`src/ssbs_pkg.sv`:
```
// ----------------------------------------------------------------------------
// ssbs_pkg - sorted store with binary search, shared types and constants
// Item layouts, request codes and the broadcast bundle that drives the cells.
// ----------------------------------------------------------------------------
package ssbs_pkg;

  localparam int ValW = 32;
  localparam int PosW = 4;

  localparam logic REQ_LOAD   = 1'b0;
  localparam logic REQ_SEARCH = 1'b1;

  typedef struct packed {
    logic                   req_type;
    logic signed [ValW-1:0] value;
  } req_t;

  typedef struct packed {
    logic            found;
    logic [PosW-1:0] position;
  } res_t;

  // Broadcast from the top level to every cell of the chain
  typedef struct packed {
    logic                   load;
    logic                   probe;
    logic signed [ValW-1:0] data;
  } bcast_t;

endpackage

```
`src/ssbs_cell.sv`:
```
// ----------------------------------------------------------------------------
// ssbs_cell - one slot of the sorted chain
// Holds one element. On a load it keeps its element, takes the new value or
// takes its left neighbor's element; on a search it latches its compare flags.
// ----------------------------------------------------------------------------
module ssbs_cell
  import ssbs_pkg::*;
(
  input  logic                   clk_i,
  input  bcast_t                 bcast_i,
  input  logic                   occ_i,
  input  logic                   left_le_i,
  input  logic signed [ValW-1:0] left_val_i,
  output logic signed [ValW-1:0] val_o,
  output logic                   le_o,
  output logic                   le_flag_o,
  output logic                   eq_flag_o
);

  logic signed [ValW-1:0] val_q, val_d;
  logic                   le_flag_q, le_flag_d;
  logic                   eq_flag_q, eq_flag_d;
  logic                   le_raw;

  assign le_raw = (val_q <= bcast_i.data);
  assign le_o   = occ_i && le_raw;

  always_comb begin
    val_d     = val_q;
    le_flag_d = le_flag_q;
    eq_flag_d = eq_flag_q;
    if (bcast_i.load && !le_o) begin
      // shift right past the insertion point, drop the new value at it
      val_d = left_le_i ? bcast_i.data : left_val_i;
    end
    if (bcast_i.probe) begin
      le_flag_d = le_raw;
      eq_flag_d = (val_q == bcast_i.data);
    end
  end

  always_ff @(posedge clk_i) begin
    val_q     <= val_d;
    le_flag_q <= le_flag_d;
    eq_flag_q <= eq_flag_d;
  end

  assign val_o     = val_q;
  assign le_flag_o = le_flag_q;
  assign eq_flag_o = eq_flag_q;

endmodule

```
`src/ssbs_seq.sv`:
```
// ----------------------------------------------------------------------------
// ssbs_seq - binary search sequencer
// Walks the latched per-cell compare flags with low/high bounds, one probe
// per cycle, and issues one result item per search.
// ----------------------------------------------------------------------------
module ssbs_seq
  import ssbs_pkg::*;
#(
  parameter int DEPTH = 16
) (
  input  logic                         clk_i,
  input  logic                         rst_ni,
  input  logic                         go_i,
  input  logic [$clog2(DEPTH+1)-1:0]   fill_i,
  input  logic [DEPTH-1:0]             le_flags_i,
  input  logic [DEPTH-1:0]             eq_flags_i,
  output logic                         busy_o,
  output logic                         done_o,
  output res_t                         res_o
);

  localparam int CW = $clog2(DEPTH + 1);
  localparam int IW = $clog2(DEPTH);

  localparam logic S_IDLE = 1'b0;
  localparam logic S_RUN  = 1'b1;

  logic          state_q, state_d;
  logic [CW-1:0] low_q, low_d;
  logic [CW-1:0] hiex_q, hiex_d;   // exclusive upper bound
  logic          done_q, done_d;
  res_t          res_q, res_d;

  logic [CW:0]      sum;
  logic [CW-1:0]    mid;
  logic [IW-1:0]    midx;
  logic [CW+PosW-1:0] mid_ext;
  logic             empty;

  always_comb begin
    sum     = {1'b0, low_q} + {1'b0, hiex_q} - (CW+1)'(1);
    mid     = sum[CW:1];
    midx    = mid[IW-1:0];
    mid_ext = {{PosW{1'b0}}, mid};
    empty   = !(low_q < hiex_q);
  end

  always_comb begin
    state_d = state_q;
    low_d   = low_q;
    hiex_d  = hiex_q;
    done_d  = 1'b0;
    res_d   = res_q;
    case (state_q)
      S_IDLE: begin
        if (go_i) begin
          low_d   = '0;
          hiex_d  = fill_i;
          state_d = S_RUN;
        end
      end
      S_RUN: begin
        if (empty) begin
          done_d         = 1'b1;
          res_d.found    = 1'b0;
          res_d.position = '0;
          state_d        = S_IDLE;
        end else if (eq_flags_i[midx]) begin
          done_d         = 1'b1;
          res_d.found    = 1'b1;
          res_d.position = mid_ext[PosW-1:0];
          state_d        = S_IDLE;
        end else if (!le_flags_i[midx]) begin
          // key below the probed element
          hiex_d = mid;
        end else begin
          low_d = mid + CW'(1);
        end
      end
      default: begin
        state_d = S_IDLE;
      end
    endcase
  end

  always_ff @(posedge clk_i or negedge rst_ni) begin
    if (!rst_ni) begin
      state_q <= S_IDLE;
      done_q  <= 1'b0;
    end else begin
      state_q <= state_d;
      done_q  <= done_d;
    end
  end

  always_ff @(posedge clk_i) begin
    low_q  <= low_d;
    hiex_q <= hiex_d;
    res_q  <= res_d;
  end

  assign busy_o = (state_q == S_RUN);
  assign done_o = done_q;
  assign res_o  = res_q;

  a_done_after_run: assert property (@(posedge clk_i) disable iff (!rst_ni)
    done_o |-> $past(state_q == S_RUN))
    else $error("result strobe without a running search");

  a_bound_in_store: assert property (@(posedge clk_i) disable iff (!rst_ni)
    (state_q == S_RUN) |-> (hiex_q <= fill_i) && (low_q <= fill_i))
    else $error("search bounds left the filled part of the store");

  a_miss_pos_zero: assert property (@(posedge clk_i) disable iff (!rst_ni)
    (done_o && !res_o.found) |-> (res_o.position == '0))
    else $error("miss reported with nonzero position");

endmodule

```
`src/sorted_store_binary_search_top.sv`:
```
// ----------------------------------------------------------------------------
// sorted_store_binary_search_top - sorted store with binary search
// Keeps signed values in ascending order in a chain of cells and answers
// search items with a found flag and sorted position.
// ----------------------------------------------------------------------------
// A load item (req_type 0) is inserted in the cycle it is accepted, after any
// equal values, and busy stays low, so loads can follow each other every
// cycle; a load into a full store starts a new set holding only that value.
// A search item (req_type 1) makes every cell latch its compare flags at the
// accepting edge; the sequencer then probes one position per cycle, and busy
// stays high while the search runs. The result is shown on res_o with done_o
// for exactly one cycle, the first cycle after the last busy cycle; it
// cannot be held off, and a new item may be accepted while it is shown.
// Loads produce no result item.
// ----------------------------------------------------------------------------
module sorted_store_binary_search_top
  import ssbs_pkg::*;
#(
  parameter int DEPTH = 16
) (
  input  logic clk_i,
  input  logic rst_ni,
  input  logic start,
  output logic busy,
  input  req_t req_i,
  output logic done_o,
  output res_t res_o
);

  localparam int CW = $clog2(DEPTH + 1);

  logic [CW-1:0] fill_q, fill_d;
  logic [CW-1:0] fill_eff;
  logic          accept;
  logic          do_load;
  logic          do_search;
  bcast_t        bcast;

  logic signed [ValW-1:0] cell_val [DEPTH];
  logic [DEPTH-1:0]       cell_le;
  logic [DEPTH-1:0]       le_flags;
  logic [DEPTH-1:0]       eq_flags;

  assign accept    = start && !busy;
  assign do_load   = accept && (req_i.req_type == REQ_LOAD);
  assign do_search = accept && (req_i.req_type == REQ_SEARCH);

  // a full store restarts from empty on the next load
  assign fill_eff = (fill_q == CW'(DEPTH)) ? '0 : fill_q;

  always_comb begin
    bcast.load  = do_load;
    bcast.probe = do_search;
    bcast.data  = req_i.value;
    fill_d      = fill_q;
    if (do_load) begin
      fill_d = fill_eff + CW'(1);
    end
  end

  always_ff @(posedge clk_i or negedge rst_ni) begin
    if (!rst_ni) begin
      fill_q <= '0;
    end else begin
      fill_q <= fill_d;
    end
  end

  for (genvar k = 0; k < DEPTH; k++) begin : g_cell
    logic                   left_le;
    logic signed [ValW-1:0] left_val;
    if (k == 0) begin : g_head
      assign left_le  = 1'b1;
      assign left_val = req_i.value;
    end else begin : g_body
      assign left_le  = cell_le[k-1];
      assign left_val = cell_val[k-1];
    end
    ssbs_cell u_cell (
      .clk_i      (clk_i),
      .bcast_i    (bcast),
      .occ_i      (CW'(k) < fill_eff),
      .left_le_i  (left_le),
      .left_val_i (left_val),
      .val_o      (cell_val[k]),
      .le_o       (cell_le[k]),
      .le_flag_o  (le_flags[k]),
      .eq_flag_o  (eq_flags[k])
    );
  end

  ssbs_seq #(
    .DEPTH (DEPTH)
  ) u_seq (
    .clk_i      (clk_i),
    .rst_ni     (rst_ni),
    .go_i       (do_search),
    .fill_i     (fill_q),
    .le_flags_i (le_flags),
    .eq_flags_i (eq_flags),
    .busy_o     (busy),
    .done_o     (done_o),
    .res_o      (res_o)
  );

  a_fill_in_range: assert property (@(posedge clk_i) disable iff (!rst_ni)
    fill_q <= CW'(DEPTH))
    else $error("fill count beyond store depth");

  a_fill_frozen: assert property (@(posedge clk_i) disable iff (!rst_ni)
    busy |=> $stable(fill_q))
    else $error("store changed during a search");

  for (genvar k = 0; k + 1 < DEPTH; k++) begin : g_chk
    a_sorted: assert property (@(posedge clk_i) disable iff (!rst_ni)
      (CW'(k + 1) < fill_q) |-> (cell_val[k] <= cell_val[k+1]))
      else $error("held elements out of order");
  end

endmodule

```
`config.mk`:
```
export PLATFORM = sky130hd
export DESIGN_NAME = sorted_store_binary_search_top
export DESIGN_NICKNAME = d
export VERILOG_FILES = /design/src/ssbs_pkg.sv /design/src/ssbs_cell.sv /design/src/ssbs_seq.sv /design/src/sorted_store_binary_search_top.sv
export SDC_FILE = /design/constraint.sdc
export NUM_CORES = 1
export LEC_CHECK = 0
export BUFFER_PORTS_ARGS = -buffer_cell sky130_fd_sc_hd__buf_2
export CAP_MARGIN = 0
export CORE_MARGIN = 10
export CORE_UTILIZATION = 65
export DETAILED_ROUTE_END_ITERATION = 7
export GPL_TIMING_DRIVEN = 1
export PLACE_DENSITY = 0.83
export SLEW_MARGIN = 10
export SYNTH_ARGS = -nofsm -noshare
export SYNTH_HDL_FRONTEND = slang
export SYNTH_SLANG_ARGS = --single-unit
```
`constraint.sdc`:
```
create_clock -name clk_i -period 4.8 [get_ports clk_i]
set_input_delay 1.44 -clock clk_i [delete_from_list [all_inputs] [get_ports clk_i]]
set_output_delay 1.44 -clock clk_i [all_outputs]
set_load 0.03 [all_outputs]
```
# After elaboration in Yosys (flattened, before gate mapping)
# Cells that the tools add are included.
# Widths: inputs -> output; s select.
[totals]
regBits = 566
inputBits = 36
elab_cells = 211
[classes]
add_sub_neg = 4
magnitude_cmp = 34
eq_ne = 23
muxes = 38
bitwise_logic = 2
n_reduce_logical = 55
[op_table]
columns = ["cell", "n"]
rows = [
  ["$eq 32x32->1", 16],
  ["$le 32x32->1", 16],
  ["$mux 32", 15],
  ["$mux 5", 10],
  ["$lt 4x5->1 const A", 8],
  ["$logic_and 1x1->1", 35],
  ["$lt 3x5->1 const A", 4],
  ["$pmux 5 s2", 2],
  ["$logic_not 1->1", 17],
  ["$ne 2x2->1 const B", 6],
  ["$add 5x1->5 const B", 2],
  ["$lt 1x5->1 const A", 2],
  ["$lt 2x5->1 const A", 2],
  ["$bmux 1 s4", 2],
  ["$mux 1", 8],
  ["$reduce_and 4->1", 2],
  ["$add 5x5->6", 1],
  ["$sub 6x1->6 const B", 1],
  ["$eq 5x5->1 const B", 1],
  ["$lt 4x5->1 const B", 1],
  ["$lt 5x5->1", 1],
  ["$not 1->1", 2],
  ["$pmux 1 s2", 1],
  ["$reduce_and 2->1", 1],
]

# Logic depth before layout (Yosys ltp)
# Gate-level depths: netlist of the first run.
[depth]
depth_word = 8
ltp_mapped = 13

# Cells and area by module
# From an unflattened synthesis of the first run, not the netlist that was laid out.
[unflattened]
cells_unflattened = 3218
hier_area_um2 = 37952.6
[modules_own_cells]
columns = ["module", "n_inst", "cells_per_inst", "area_per_inst_um2", "seq_area_each_um2"]
rows = [
  ["ssbs_cell", 16, 190, 2254.7, 1021.0],
  ["ssbs_seq", 1, 114, 1393.8, 500.5],
  ["sorted_store_binary_search_top", 1, 64, 484.2, 125.1],
]

# Worst setup path before layout of the first run
# Ideal clock, no wire load.
[synth_path]
kind = "input-to-reg"
from = "in req_i[25] in the netlist's numbering"
to = "reg g_cell[14].u_cell.val_q[0], enable pin"
t_arrival_ns = 5.289
required_ns = 4.368
slack_ns = -0.921
cell_stages = 11
path_buffers = 1
cell_sequence = "clkbuf_1 > inv_1 > ha_1 > a21o_1 > a21o_1 > a21oi_1 > o22ai_1 > a2111oi_0 > o21bai_1 > or2_2 > a21oi_1"
[synth_via]
elab_chain_cells = 4
[synth_lines]
columns = ["element", "line", "text"]
rows = [
  ["from (decl)", "sorted_store_binary_search_top.sv:25", "input req_t req_i,"],
  ["$le 32x32->1", "ssbs_cell.sv:25", "assign le_raw = (val_q <= bcast_i.data);"],
  ["named net g_cell[14].u_cell.le_raw", "ssbs_cell.sv:23", "logic le_raw;"],
  ["$logic_and 1x1->1", "ssbs_cell.sv:26", "assign le_o = occ_i && le_raw;"],
  ["$logic_not 1->1", "ssbs_cell.sv:32", "if (bcast_i.load && !le_o) begin"],
  ["$logic_and 1x1->1", "ssbs_cell.sv:32", ""],
  ["to (signal assigned)", "ssbs_cell.sv:43", "val_q <= val_d;"],
  ["to (decl)", "ssbs_cell.sv:20", "logic signed [ValW-1:0] val_q, val_d;"],
]
# The timed path passes the listed nets, and every way through them passes these cells.
# A chain may end at the register's enable or synchronous reset.

# Final worst setup path of the first run
[layout_path]
from = "in req_i[10] in the netlist's numbering"
to = "reg g_cell[14].u_cell.val_q[16] (data pin)"
[layout_via]
elab_chain_cells = 3
[layout_lines]
columns = ["element", "line", "text"]
rows = [
  ["$le 32x32->1", "ssbs_cell.sv:25", ""],
  ["$logic_and 1x1->1", "ssbs_cell.sv:26", ""],
  ["$mux 32", "ssbs_cell.sv:34", "val_d = left_le_i ? bcast_i.data : left_val_i;"],
]
# No other way between the ends.

==> results of run 1 <==
## power by group
group	leakage (µW)	internal (µW)	switching (µW)	total (µW)
sequential	0.00526	6800	450	7250
clock	0.000897	2470	1980	4450
combinational	0.0103	3480	3930	7410
total	0.0164	12800	6360	19100
## sequential cells by signal, indices dropped and copies added, names as in the netlist
| signal | flops |
|---|---|
| g_cell.u_cell.val_o | 512 |
| g_cell.u_cell.eq_flag_o | 16 |
| g_cell.u_cell.le_flag_o | 16 |
| fill_q | 5 |
| u_seq.hiex_q | 5 |
| u_seq.low_q | 5 |
| u_seq.res_o | 5 |
| u_seq.busy_o | 1 |
| u_seq.done_o | 1 |
## worst paths after layout
| path | end | start | cells past startpoint |
|---|---|---|---|
| max in group asynchronous | u_seq.done_o$_DFF_PN0_ | rst_ni | 1 |
| worst min-delay path | g_cell[2].u_cell.val_o[21]$_DFFE_PP_ | g_cell[1].u_cell.val_o[21]$_DFFE_PP_ | 1 |
| min in group asynchronous | u_seq.busy_o$_DFF_PN0_ | rst_ni | 1 |
| worst max-delay path | g_cell[14].u_cell.val_o[16]$_DFFE_PP_ | req_i[10] | 11 |
| worst min register to register | g_cell[2].u_cell.val_o[21]$_DFFE_PP_ | g_cell[1].u_cell.val_o[21]$_DFFE_PP_ | 1 |
| worst max register to register | u_seq.low_q[0]$_SDFFCE_PN0P_ | u_seq.low_q[1]$_SDFFCE_PN0P_ | 10 |
## cell families after synthesis
family | count (synthesis) | share of synthesized area, %
compound gates | 471 | 8.31
xor+xnor | 12 | 0.295
fa+ha+maj | 528 | 18.6
buf+inv | 176 | 2.10
flops | 566 | 47.6
mux | 494 | 16.2
simple gates | 456 | 6.97
## critical path, cell delays in order
cell	delay [ns]
buf_2	0.12
inv_1	0.27
buf_4	0.26
buf_4	0.15
ha_1	0.30
nand4_1	0.12
nor4_1	0.78
nand2_1	0.24
a31oi_4	0.30
buf_4	0.33
mux2_2	0.38
## through the flow
| step | instances | area [µm²] | util [%] | setup TNS (ns) | setup WS [ns] |
|---|---|---|---|---|---|
| 2_1_floorplan | 2703 | 35700 | - | 0 | 0.0125 |
| 3_3_place_gp | 3544 | 38300 | 70.9 | -5.64 | -0.0637 |
| 3_5_place_dp | 3544 | 38300 | 70.9 | -5.64 | -0.130 |
| 4_1_cts | 3654 | 40100 | 74.2 | 0 | 0.530 |
| 5_1_grt | 3654 | 40100 | 74.2 | 0 | 0.294 |
| 6_report | 3654 | 40100 | 74.2 | 0 | 0.462 |
## cells in the mapped netlist (3+ instances only)
library cell / count
edfxtp_1: 559
ha_1: 527
mux2_2: 448
a21oi_1: 184
a21o_1: 128
nand2_1: 108
nand4_1: 96
inv_1: 85
o21ai_0: 62
clkbuf_1: 58
nor2_1: 46
nand3_1: 40
nor2b_1: 32
mux2_4: 29
and4_1: 26
nor3_1: 22
buf_2: 21
and2_1: 19
o211ai_1: 19
nor4_1: 15
nand2b_1: 13
a211oi_1: 11
o21a_1: 11
or2_2: 10
mux4_2: 9
a221o_1: 8
o22ai_1: 8
xnor2_1: 8
dfrtp_1: 7
buf_6: 6
o21ai_1: 6
a2111oi_0: 5
a221oi_1: 5
and2_0: 5
mux2_1: 5
or3_1: 5
a31oi_1: 4
buf_4: 4
or4_1: 4
xor2_1: 4
mux2i_1: 3
nor3b_1: 3
nor4b_1: 3
o21bai_1: 3
o31ai_1: 3
## area by class of cell
| type | count | area share (%) |
|---|---|---|
| clock buffer | 72 | 3.91 |
| clock inverter | 38 | 0.630 |
| inverter | 85 | 0.795 |
| multi-input combinational | 1961 | 45.3 |
| sequential | 566 | 42.3 |
| tap | 696 | 2.17 |
| timing repair buffer | 236 | 4.94 |
## metal layers
metal  global-route usage (%)  part of all wire, %  wire length, µm
met5                        0                    0                0
met3                     3.37                  5.8             5100
met4                     13.3                  4.5             4010
met2                     47.3                   50            43700
met1                     33.2                   40            35300
==> impl_metrics.env, run 1 <==
export IMPL_synth_area_leaders="edfxtp_1 47%, ha_1 18%, mux2_2 14%"
export IMPL_total_power_uw=19100
export IMPL_grt_use_total_pct=27.2
export IMPL_dp_hpwl_um=68900
export IMPL_core_rowCount=85
export IMPL_syn_avg_cell_area_um2=13.2
export IMPL_status="finished, final reports clean"
export IMPL_crit_type="input pin to register"
export IMPL_worst_slew_pin_slew_ns=0.921
export IMPL_clkTransAtPathRegs_ns=0.06
export IMPL_worstPathArrival_ns=4.71
export IMPL_layout_nets=3475
export IMPL_rsz0062_at_grt="false"
export IMPL_cts_root_buffer="clkbuf_16"
export IMPL_antenna_found_initial=0
export IMPL_holdWs_ns=0.578
export IMPL_slew_headroom_pct=38.4
export IMPL_die_w_um=254
export IMPL_drt_iter0_drc=1958
export IMPL_cts_tree="yes"
export IMPL_drc=0
export IMPL_cts_resized=0
export IMPL_start_util_pct=66.0
export IMPL_critPathMaxFanout=20
export IMPL_fmax_ghz=0.230
export IMPL_min_period_over_period_pct=90.4
export IMPL_end_kind="register"
export IMPL_setup_viol=0
export IMPL_yosys_area_top_type="edfxtp_1"
export IMPL_cts_htree_levels=2
export IMPL_most_common_layout_cells="559 x edfxtp_1, 527 x ha_1, 448 x mux2_2, 181 x a21oi_1, 169 x buf_4"
export IMPL_overflow=0
export IMPL_async_flop_share_pct=1.24
export IMPL_synth_edf_count=559
export IMPL_avgViaCountPerCell=6.60
export IMPL_grt_pass1_wl_um=138000
export IMPL_cellPowerDensity_nw_per_um2=477
export IMPL_slew_violations=0
export IMPL_clock_latency_ns=0.63
export IMPL_routabilityCongestion=0.962
export IMPL_ys_warn_count=0
export IMPL_core_area_um2=54000
export IMPL_regArea_um2=17000
export IMPL_syn_nets=3267
export IMPL_cts_buffers_inserted=61
export IMPL_grt_max_degree=34
export IMPL_post_route_min_period_ns=4.34
export IMPL_final_common_cell="edfxtp_1"
export IMPL_cts_buffer_depth=3
export IMPL_start_kind="input pin"
export IMPL_peakVddDrop_v=0.000869
export IMPL_die_area_um2=64600
export IMPL_insertedDiodeCount=0
export IMPL_ant_nets=0
export IMPL_finClkSkew_ns=0.0117
export IMPL_vias=24100
export IMPL_cp_required_ns=5.17
export IMPL_synth_distinct_cells=63
export IMPL_drive_gt1_share_pct=28.8
export IMPL_leakage_uw=0.0164
export IMPL_syn_inst=2703
export IMPL_post_synth_top_area_fraction_pct=47.1
export IMPL_pin_count=43
export IMPL_portBuffers=42
export IMPL_multi_input_area_um2=18200
export IMPL_cap_violations=0
export IMPL_ys_seq_elements=566
export IMPL_grt_pass1_vias=25900
export IMPL_dr_pass1_iters=5
export IMPL_syn_cell_area_um2=35600
export IMPL_fill_cells=3311
export IMPL_r2r_slack_ns=0.53
export IMPL_hold_path_class="register to register"
export IMPL_wire_per_inst_um=24.1
export IMPL_hold_viol_final=0
export IMPL_cts_hold_buf=0
export IMPL_die_h_um=254
export IMPL_clock_sinks=566
export IMPL_cts_setup_buffers=0
export IMPL_synth_top_flop_cell="edfxtp_1"
export IMPL_wl_um=88100
export IMPL_seq_area_frac_synth_pct=47.6
export IMPL_area_growth_pct=12.5
Note: power is estimated with default switching activity, not from simulation.
==> run 2: changes to the inputs <==
--- a/config.mk
+++ b/config.mk
@@ -12,6 +12,8 @@
 export DETAILED_ROUTE_END_ITERATION = 7
 export GPL_TIMING_DRIVEN = 1
 export PLACE_DENSITY = 0.83
+export RECOVER_POWER = 25
+export REMOVE_ABC_BUFFERS = 1
 export SLEW_MARGIN = 10
 export SYNTH_ARGS = -nofsm -noshare
 export SYNTH_HDL_FRONTEND = slang
==> run 2 against run 1 <==
Effect of this change: the run now ends with max-capacitance violations, max-slew violations left; worst setup slack got worse by 0.19 ns; utilization fell by 0.63 points; clock skew grew 0.013 ns; worst hold slack worse by 0.015 ns; combinational power shrank 1%; critical path depth is the same; via count down 0.56%; power grew 0.14%; sequential share of layout area increased by 0.36 points; largest cell class unchanged; highest routed layer unchanged.
==> impl_metrics.env, run 2 (same netlist as run 1, synthesis figures left out) <==
export IMPL_status="complete, but fails checks"
export IMPL_violations="max-capacitance violations, max-slew violations"
export IMPL_regArea_um2=17000
export IMPL_insertedDiodeCount=0
export IMPL_cts_tree="yes"
export IMPL_grt_use_total_pct=27.0
export IMPL_post_route_min_period_ns=4.53
export IMPL_total_power_uw=19100
export IMPL_clkTransAtPathRegs_ns=0.07
export IMPL_ff2ff_path_depth=10
export IMPL_fmax_ghz=0.221
export IMPL_fill_cells=3436
export IMPL_hold_path_class="register to register"
export IMPL_cts_resized=0
export IMPL_grt_pass1_wl_um=138000
export IMPL_finClkSkew_ns=0.0245
export IMPL_holdPathEnd="g_cell[7].u_cell.val_o[16]$_DFFE_PP_"
export IMPL_dp_slack_ns=-0.211
export IMPL_setup_viol=0
export IMPL_reg2reg_from="u_seq.low_q[1]$_SDFFCE_PN0P_"
export IMPL_worstPathCellList="clkbuf_1 -> inv_1 -> clkbuf_1 -> ha_1 -> nand4_1 -> a21oi_1 -> a211oi_1 -> o211ai_1 -> o21a_1 -> a21oi_4 -> buf_2"
export IMPL_slew_violations=34
export IMPL_design_area_um2=39800
export IMPL_cellPowerDensity_nw_per_um2=481
export IMPL_rsz0062_at_grt="false"
export IMPL_end_kind="register"
export IMPL_dr_pass1_iters=5
export IMPL_crit_type="input pin to register"
export IMPL_hold_path_startpoint="g_cell[6].u_cell.val_o[16]$_DFFE_PP_"
export IMPL_clock_sinks=566
export IMPL_core_area_um2=54000
export IMPL_worstPathArrival_ns=4.79
export IMPL_drc=0
export IMPL_dp_hpwl_um=67500
export IMPL_peakVddDrop_v=0.000701
export IMPL_layout_nets=3460
export IMPL_cts_buffer_depth=3
export IMPL_worst_slew_pin_slew_ns=1.95
export IMPL_crit_family="buffers and inverters"
export IMPL_critPathMaxFanout=32
export IMPL_portBuffers=42
export IMPL_critPathMostFrequentCell="clkbuf_1"
export IMPL_die_area_um2=64600
export IMPL_area_growth_pct=11.6
export IMPL_core_rowCount=85
export IMPL_cts_htree_levels=2
export IMPL_largest_reg_flops=512
export IMPL_reg2reg_to="u_seq.low_q[3]$_SDFFCE_PN0P_"
export IMPL_drt_iter0_drc=2023
export IMPL_cts_hold_buf=0
export IMPL_die_w_um=254
export IMPL_die_h_um=254
export IMPL_stdcell_count=3642
export IMPL_cp_required_ns=5.07
export IMPL_final_util_pct=73.6
export IMPL_drive_gt1_share_pct=25.7
export IMPL_clock_latency_ns=0.64
export IMPL_most_common_layout_cells="559 x edfxtp_1, 527 x ha_1, 448 x mux2_2, 182 x a21oi_1, 128 x a21o_1"
export IMPL_cts_buffers_inserted=60
export IMPL_routabilityCongestion=0.938
export IMPL_pin_count=43
export IMPL_avgViaCountPerCell=6.58
export IMPL_multi_input_area_um2=18100
export IMPL_slowest_stage="buf_2"
export IMPL_vias=24000
export IMPL_final_common_cell="edfxtp_1"
export IMPL_start_kind="input pin"
export IMPL_r2r_slack_ns=0.63
export IMPL_wl_um=87200
export IMPL_overflow=0
export IMPL_holdPathStages=1
export IMPL_cts_setup_buffers=0
export IMPL_antenna_found_initial=1
export IMPL_wire_per_inst_um=23.9
export IMPL_min_period_over_period_pct=94.3
export IMPL_slew_headroom_pct=-30.0
export IMPL_leakage_uw=0.0161
export IMPL_dpl_cell_area_um2=38200
export IMPL_cts_root_buffer="clkbuf_16"
export IMPL_cap_violations=1
export IMPL_crit_buf_inv=4
export IMPL_hold_viol_final=0
export IMPL_grt_pass1_vias=25900
export IMPL_setup_ws_ns=0.275
export IMPL_cp_slowest_stage_delay_ns=0.62
export IMPL_ant_nets=0
export IMPL_grt_max_degree=34
export IMPL_start_util_pct=66.0
export IMPL_placedCellCount=3530
==> run 2: how the worst max path moves through the flow <==
stage / from / end / slack, ns / depth (start not counted)
3_3_place_gp: req_i[18] / g_cell[13].u_cell.val_o[21]$_DFFE_PP_ / -0.10 / 12
6_report: req_i[6] / g_cell[2].u_cell.val_o[20]$_DFFE_PP_ / 0.27 / 11
3_5_place_dp: req_i[18] / g_cell[13].u_cell.val_o[23]$_DFFE_PP_ / -0.21 / 12
5_1_grt: req_i[1] / g_cell[9].u_cell.val_o[23]$_DFFE_PP_ / 0.17 / 12
2_1_floorplan: req_i[25] / g_cell[6].u_cell.val_o[0]$_DFFE_PP_ / -1.82 / 10
4_1_cts: req_i[21] / g_cell[14].u_cell.val_o[20]$_DFFE_PP_ / 0.42 / 14
==> run 2: per-stage QoR <==
| stage | hold slack, ns | TNS (ns) |
|---|---|---|
| 3_5_place_dp | 0.554 | -32.22 |
| 6_report | 0.563 | 0 |
| 3_3_place_gp | 0.553 | -5.14 |
| 2_1_floorplan | 0.534 | -581.13 |
| 5_1_grt | 0.588 | 0 |
| 4_1_cts | 0.572 | 0 |
==> run 2: final cells by class <==
type / count / area share [%]
flip-flops and latches: 566 / 42.7
repair buffers: 222 / 4.10
clock inverters: 24 / 0.554
multi-input cells: 1961 / 45.5
inverters: 85 / 0.802
clock buffers: 88 / 4.17
well taps: 696 / 2.19
==> run 2: routing by layer <==
metal	GRT usage, %	part of all wire [%]	vias up
li1	-	-	11000
met1	33.2	41	11900
met2	47.0	49	796
met3	3.11	5.3	220
met4	12.8	4.6	0
met5	0	0	-
==> run 2: where the power goes <==
group	total, µW	leakage, µW	switching, µW	internal, µW
logic	7330	0.00996	3900	3430
clock network	4570	0.000915	1970	2600
registers	7240	0.00526	440	6800
